**src/assert_macros.svh**
```systemverilog
// ----------------------------------------------------------------------------
// assert_macros.svh
// concurrent check helpers shared by the rtl
// ----------------------------------------------------------------------------
`ifndef ASSERT_MACROS_SVH
`define ASSERT_MACROS_SVH

// property checked on every rising clock edge, masked while reset is asserted
`define CHK_HOLDS(label, prop, msg) \
	label: assert property (@(posedge clk) disable iff (!arst_n) prop) else $error(msg);

// same clocking, written as a same-cycle implication
`define CHK_IMPLIES(label, cond, prop, msg) \
	`CHK_HOLDS(label, (cond) |-> (prop), msg)

`endif

```
**src/hcs_pkg.sv**
```systemverilog
// ----------------------------------------------------------------------------
// hcs_pkg
// types and constants of the hls colour shade unit
// ----------------------------------------------------------------------------
`timescale 1ns / 1ps

package hcs_pkg;

	localparam int CHAN_W           = 16;
	localparam int CHANNEL_BITS_DEF = 16;
	localparam int FIFO_DEPTH_DEF   = 4;

	localparam int FACTOR_W  = 16;
	localparam int FRAC_BITS = 12;
	localparam logic [FACTOR_W-1:0] FACTOR_RESET = 16'd4096;

	// hue in degrees, 8 fraction bits
	localparam int HUE_W = 17;
	localparam logic [HUE_W-1:0] DEG60  = 17'd15360;
	localparam logic [HUE_W-1:0] DEG120 = 17'd30720;
	localparam logic [HUE_W-1:0] DEG180 = 17'd46080;
	localparam logic [HUE_W-1:0] DEG240 = 17'd61440;
	localparam logic [HUE_W-1:0] DEG360 = 17'd92160;

	// divider geometry
	localparam int NUM_W = 32;
	localparam int DEN_W = 17;
	localparam int QUO_W = 16;

	// floor(2^32 / 15), exact since 15 divides 2^32 - 1
	localparam logic [31:0] RECIP15 = 32'd286331153;

	typedef struct packed {
		logic [CHAN_W-1:0] red_in;
		logic [CHAN_W-1:0] green_in;
		logic [CHAN_W-1:0] blue_in;
	} hcs_color_t;

	typedef struct packed {
		logic [CHAN_W-1:0] red_out;
		logic [CHAN_W-1:0] green_out;
		logic [CHAN_W-1:0] blue_out;
	} hcs_result_t;

	// fields that ride alongside the divider
	typedef struct packed {
		logic [CHAN_W-1:0] light;
		logic              gray;
		logic              neg;
		logic [HUE_W-1:0]  base;
	} hcs_side_t;

	// classified colour, front to back
	typedef struct packed {
		hcs_side_t         side;
		logic [NUM_W-1:0]  num_s;
		logic [DEN_W-1:0]  den_s;
		logic [NUM_W-1:0]  num_h;
		logic [DEN_W-1:0]  den_h;
	} hcs_mid_t;

	typedef enum logic [1:0] {
		ZONE_RISE,
		ZONE_HIGH,
		ZONE_FALL,
		ZONE_LOW
	} hcs_zone_t;

endpackage

```
**src/hcs_front.sv**
```systemverilog
// ----------------------------------------------------------------------------
// hcs_front
// accepts colours, finds extremes, sector and divider operands
// ----------------------------------------------------------------------------
`timescale 1ns / 1ps

module hcs_front #(
	parameter int CHANNEL_BITS = hcs_pkg::CHANNEL_BITS_DEF
) (
	input  logic               clk,
	input  logic               arst_n,
	input  logic               push,
	output logic               full,
	input  hcs_pkg::hcs_color_t color,
	output logic               mid_valid,
	input  logic               mid_full,
	output hcs_pkg::hcs_mid_t  mid_item
);

	localparam int CW = hcs_pkg::CHAN_W;
	localparam int NW = hcs_pkg::NUM_W;
	localparam int HW = hcs_pkg::HUE_W;
	localparam logic [CW:0] CMAX = {1'b0, {CW{1'b1}}} >> (CW - CHANNEL_BITS);

	function automatic logic [CW-1:0] sat_in(logic [CW-1:0] v);
		if ({1'b0, v} > CMAX) begin
			return CMAX[CW-1:0];
		end
		return v;
	endfunction

	logic              ready;
	logic              v_s1;
	hcs_pkg::hcs_mid_t item_s1;
	hcs_pkg::hcs_mid_t item_d;

	logic [CW-1:0] r, g, b, mx, mn, d, first_c, second_c, mag;
	logic [CW:0]   sum;
	logic [HW-1:0] base;
	logic          neg;

	always_comb begin
		r   = sat_in(color.red_in);
		g   = sat_in(color.green_in);
		b   = sat_in(color.blue_in);
		mx  = (r > g) ? r : g;
		if (b > mx) begin
			mx = b;
		end
		mn  = (r < g) ? r : g;
		if (b < mn) begin
			mn = b;
		end
		sum = {1'b0, mx} + {1'b0, mn};
		d   = mx - mn;
		// red wins ties, then green
		if (r == mx) begin
			first_c  = g;
			second_c = b;
			base     = '0;
		end else if (g == mx) begin
			first_c  = b;
			second_c = r;
			base     = hcs_pkg::DEG120;
		end else begin
			first_c  = r;
			second_c = g;
			base     = hcs_pkg::DEG240;
		end
		neg = second_c > first_c;
		mag = neg ? (second_c - first_c) : (first_c - second_c);

		item_d.side.light = sum[CW:1];
		item_d.side.gray  = (mx == mn);
		item_d.side.neg   = neg;
		item_d.side.base  = base;
		// d * cmax as shift and subtract
		item_d.num_s = (NW'(d) << CHANNEL_BITS) - NW'(d);
		item_d.den_s = (sum <= CMAX) ? sum : ({CMAX[CW-1:0], 1'b0} - sum);
		// 15360 = 2^14 - 2^10
		item_d.num_h = (NW'(mag) << 14) - (NW'(mag) << 10);
		item_d.den_h = {1'b0, d};
	end

	assign ready     = !v_s1 || !mid_full;
	assign full      = !ready;
	assign mid_valid = v_s1;
	assign mid_item  = item_s1;

	always_ff @(posedge clk or negedge arst_n) begin
		if (!arst_n) begin
			v_s1 <= 1'b0;
		end else if (ready) begin
			v_s1 <= push;
		end
	end

	always_ff @(posedge clk) begin
		if (ready && push) begin
			item_s1 <= item_d;
		end
	end

endmodule

```
**config.mk**
```make
export PLATFORM = sky130hd
export DESIGN_NAME = hcs_front
export DESIGN_NICKNAME = d
export VERILOG_FILES = /design/src/assert_macros.svh /design/src/hcs_pkg.sv /design/src/hcs_front.sv
export SDC_FILE = /design/constraint.sdc
export NUM_CORES = 1
export LEC_CHECK = 0
export BUFFER_PORTS_ARGS = -buffer_cell sky130_fd_sc_hd__buf_2
export CORE_MARGIN = 2
export CORE_UTILIZATION = 30
export CTS_CLUSTER_DIAMETER = 30
export DETAILED_ROUTE_END_ITERATION = 16
export SETUP_SLACK_MARGIN = 0.1
export SLEW_MARGIN = 10
export SYNTH_ARGS = -nofsm -noshare
export SYNTH_HDL_FRONTEND = slang
export SYNTH_SLANG_ARGS = --single-unit
```
**constraint.sdc**
```tcl
create_clock -name clk -period 5.1 [get_ports clk]
set_input_delay 0.255 -clock clk [delete_from_list [all_inputs] [get_ports clk]]
set_output_delay 0.255 -clock clk [all_outputs]
set_load 0.01 [all_outputs]
```
After elaboration in Yosys (flattened, before gate mapping). Index checks and enable logic that the tools add are counted.

Flip-flop bits (word level): 133. Output and inout bits: 135. Logic and storage cells: 41.

$add $sub $neg: 7. $lt $le $gt $ge: 6. Eq/ne operators: 3. Muxes and demuxes: 11. Reduce and logical (&&, ||, !) cells: 5.

Operator list (number): 16-bit two-way mux (10); 16-bit equality test (3); 16-bit > comparator (3); 16-bit subtractor (3); 16-bit less-than comparator (2); 32-bit by 16-bit subtractor with 32-bit output (1); 30-bit by 26-bit subtractor with 31-bit output (1); 16-bit by 16-bit adder with 17-bit output (1); 17-bit by 16-bit less-or-equal comparator with 1-bit output, second input constant (1); 17-bit two-way mux (1); 17-bit subtractor, first input constant (1); 1-bit zero test (3); 1-bit logical AND (1); 1-bit logical OR (1).

Depth between registers and ports, before layout.
Depth after elaboration: 10. Gate-level depth with buffers: 49. Gate-level depth less buffers: 43.

Least setup slack after synthesis. OpenSTA, ideal clock, no wires.

Kind: input port to flip-flop. From: in color[27] (netlist bit). To: reg item_s1 (netlist bit mid_item[45]) (data pin). Library setup time: 268 ps. Arrival: 9082 ps. Path slack: -4250 ps. Stages: 44. Buffers on the path: 6. Cells stage by stage: clkbuf_1 -> inv_1 -> ha_1 -> nand4_1 -> nor4_1 -> nor2_1 -> clkbuf_1 -> nor2_1 -> a21oi_1 -> ha_1 -> a21o_1 -> a21o_1 -> a21oi_1 -> nor2_1 -> a211oi_2 -> a21o_1 -> buf_4 -> a31oi_1 -> [8 not listed] -> a21oi_2 -> o21ai_1 -> a211o_1 -> o21ai_4 -> inv_4 -> mux2_4 -> a32oi_2 -> a21boi_0 -> or3_1 -> nand3_1 -> ha_1 -> clkbuf_1 -> a21o_1 -> a21oi_1 -> o21bai_1 -> a31oi_1 -> o311ai_2 -> xor2_1.

RTL lines: start: declaration (RTL line hcs_front.sv:14) `input hcs_pkg::hcs_color_t color,`; end signal: assignment (RTL line hcs_front.sv:100) `item_s1 <= item_d;`; end: declaration (RTL line hcs_front.sv:34) `hcs_pkg::hcs_mid_t item_s1;`.

==> run summary <==
Hold WC Path Type -> primary input to register
Final net count -> 2180
Top-area cell type share of the netlist area -> 26.2%
Final Non-Filler Cells -> 2539
Final Critical Period -> 8.54 ns
Gp weighted congestion -> 0.941
Final Power -> 11.0 mW
Critical Path Source Type -> primary input
Failing checks -> setup timing
Site Rows -> 73
I/O Buffers -> 163
Fmax -> 117 MHz
CORE AREA -> 0.0397 mm^2
Area leader, netlist -> edfxtp_1
Total clock buffers created by CTS -> 9
Post-synth top cells -> 119 x ha_1, 108 x a21oi_1, 105 x edfxtp_1, 98 x nor2_1, 92 x xnor2_1
Required @ worst endpoint -> 5.23 ns
Crit-path max cell delay -> 0.43 ns
#FFs+latches synth -> 106
CP arrival -> 8.67 ns
Worst-margin pin slew -> 0.970 ns
Detailed router's first-iteration violation count -> 870
Hpwl dp -> 32100 um
CTS H-tree depth -> 3
Vias -> 12900
Antenna-violating nets left -> 0
Area Overhead vs Synth -> 74.5%
Global-route wire length before repair -> 64800 um
Distinct cell type count after synthesis -> 102
Crit end category -> register
Seq/Total Area, Yosys -> 26.4%
Post-Synthesis Cells -> 1325
Metal2 WL -> 21800 um
Total grt overflow -> 0
Synth top area cells -> edfxtp_1 26%, ha_1 12%, xnor2_1 6.7%
WL final -> 45200 um
Die ar. -> 0.0418 mm^2
Asr flop ratio synth -> 0.943%
Max-Cap Viols -> 0
Power density cells -> 523 mW/mm^2
Worst r2r src -> mid_valid
# IOs -> 187
Top layer in use -> met5
Hold Vio Cnt, Final -> 0
Leakage -> 8.99 nW
GRT Overall Usage -> 19.5%
Remaining DRCs -> 0
Post-synth EDFFs -> 105
Final setup vio count -> 94
Max IR drop VDD -> 0.000329 V
WS Path Type -> primary input to register
Layout cells sized above 1 -> 59.1%
Met3 Routed Length -> 2470 um
Die width -> 204 um
Pre-Repair DR Iteration Count -> 7
Clock root buffer -> clkbuf_16
Clock latency at the later pin of the worst-skew pair -> 0.38 ns
Yosys warns -> 0
Largest net degree at the start of global routing -> 78
Slowest cell on crit path -> a221o_1
TritonCTS clock tree -> done
CTS Buffer Depth -> 2
Worst hold path startpoint -> push
Unrepaired setup endpoints after global routing -> yes
DRT met1 WL -> 19900 um
Most numerous cell in the Yosys netlist -> ha_1
Synth Area per Inst -> 9.10 um^2
Primary FF master, synth -> edfxtp_1
Crit path from -> color[17]
Initial antenna violation count -> 6
Starting density of the core -> 30.3%
Die Ht -> 204 um
Clock Skew -> 0.0126 ns
Hold_ws -> 0.0920 ns
Rel. slew slack -> 35.3%
Clk pin slew, worst setup/hold paths -> 0.08 ns
Crit Path Max Fanout -> 7
Inst Count DP -> 2415
Post-route setup slack -> -3.44 ns
Vias in the first global route -> 12400
Mapped cell area -> 0.0121 mm^2
Detail-routed via count per cell -> 5.07
Final period util -> 167%
Slew Viols, Final -> 0
Status -> finished, violations left
Detailed-route wire length per cell -> 17.8 um
# clock sinks -> 106
==> logic make-up after synthesis <==
group,count (synthesis),synth area share [%]
AOI/OAI and AO/OA,367,21.1
other,1,0.0311
adders and majority gates,125,13.2
DFF,106,26.4
xor gates and xnor gates,117,8.97
muxes,108,9.72
buffers and inverters,173,7.02
and+or+nand+nor,328,13.6
==> what timing repair did <==
item | 4_1_cts | 5_1_grt
resized for setup | 232 | 286
endpoints found under the hold margin | 1 | 0
cloned | 5 | 4
hold buffers | 1 | 0
setup endpoints to repair | 101 | 103
pin swaps | 95 | 128
buffers inserted | 49 | 71
==> cell type report <==
type | count | area [um^2]
fill | 3331 | 18700
multi-input combinational | 1068 | 10700
timing repair buffer | 740 | 5870
sequential | 106 | 3180
tap | 525 | 657
inverter | 80 | 343
clock buffer | 9 | 225
clock inverter | 7 | 72.6
antenna | 4 | 10.0
==> layout by cell type, fill, tap and decap left out, types with 11 or more instances in the layout <==
cell type	count
buf_4	456
buf_2	159
edfxtp_1	105
buf_6	97
ha_1	73
nor2_1	69
xnor2_1	61
a21oi_1	59
nand2_1	58
inv_1	56
a21o_1	38
mux2_2	38
a21oi_2	36
ha_4	36
o21ai_0	33
mux2i_1	30
o21a_1	24
conb_1	23
nand3_1	21
nand4_1	20
a21oi_4	18
xnor2_2	18
nor2_4	17
mux2_4	16
xnor2_4	16
o21ai_2	15
nor2b_1	13
nor2_2	13
clkbuf_16	13
inv_2	12
buf_12	12
o21ai_1	11
xor2_1	11
==> state kept, by name, summed over array words and instances, names as in the netlist <==
| signal | flops |
|---|---|
| mid_valid | 1 |
| mid_item | 105 |
==> power breakdown <==
part / internal (mW) / switching, mW
clock network: 0.346 / 0.384
logic: 4.40 / 4.22
registers: 1.56 / 0.0820
total: 6.31 / 4.69
==> critical path, delay by kind of cell <==
kind / cells / cell delay, ns
xor gates and xnor gates: 2 / 0.34
and+or+nand+nor: 10 / 1.89
buffers and inverters: 9 / 1.05
muxes: 3 / 0.89
adders and majority gates: 4 / 0.93
AOI/OAI and AO/OA: 19 / 3.27
==> routing by layer <==
layer	vias to the layer above	track usage (%)
li1	6174	-
met2	390	32.4
met4	6	5.41
met3	73	3.60
met5	-	0
met1	6239	25.9
==> metrics by stage <==
step                      setup WS [ns]  TNS [ns]  util [%]  cell area (um^2)
after global placement            -3.66   -204.31      43.4             17300
after detailed placement          -3.78   -213.36      43.4             17300
after CTS                         -3.13   -125.09      48.4             19200
after global routing              -3.70   -170.04      52.9             21000
final                             -3.44   -149.23      52.9             21000
after floorplan                   -3.52   -222.97         -             12800
==> path summary, 6_finish.rpt <==
| check | to | slack (ns) | cells after the start |
|---|---|---|---|
| max in group asynchronous | mid_valid | 4.84 | 2 |
| min | mid_valid | 0.09 | 2 |
| max reg2reg | mid_item[58] | 3.10 | 3 |
| min reg2reg | mid_valid | 0.70 | 2 |
| max | mid_item[45] | -3.44 | 47 |
| min in group asynchronous | mid_valid | 0.18 | 2 |
(Power assumes the default switching activity.)
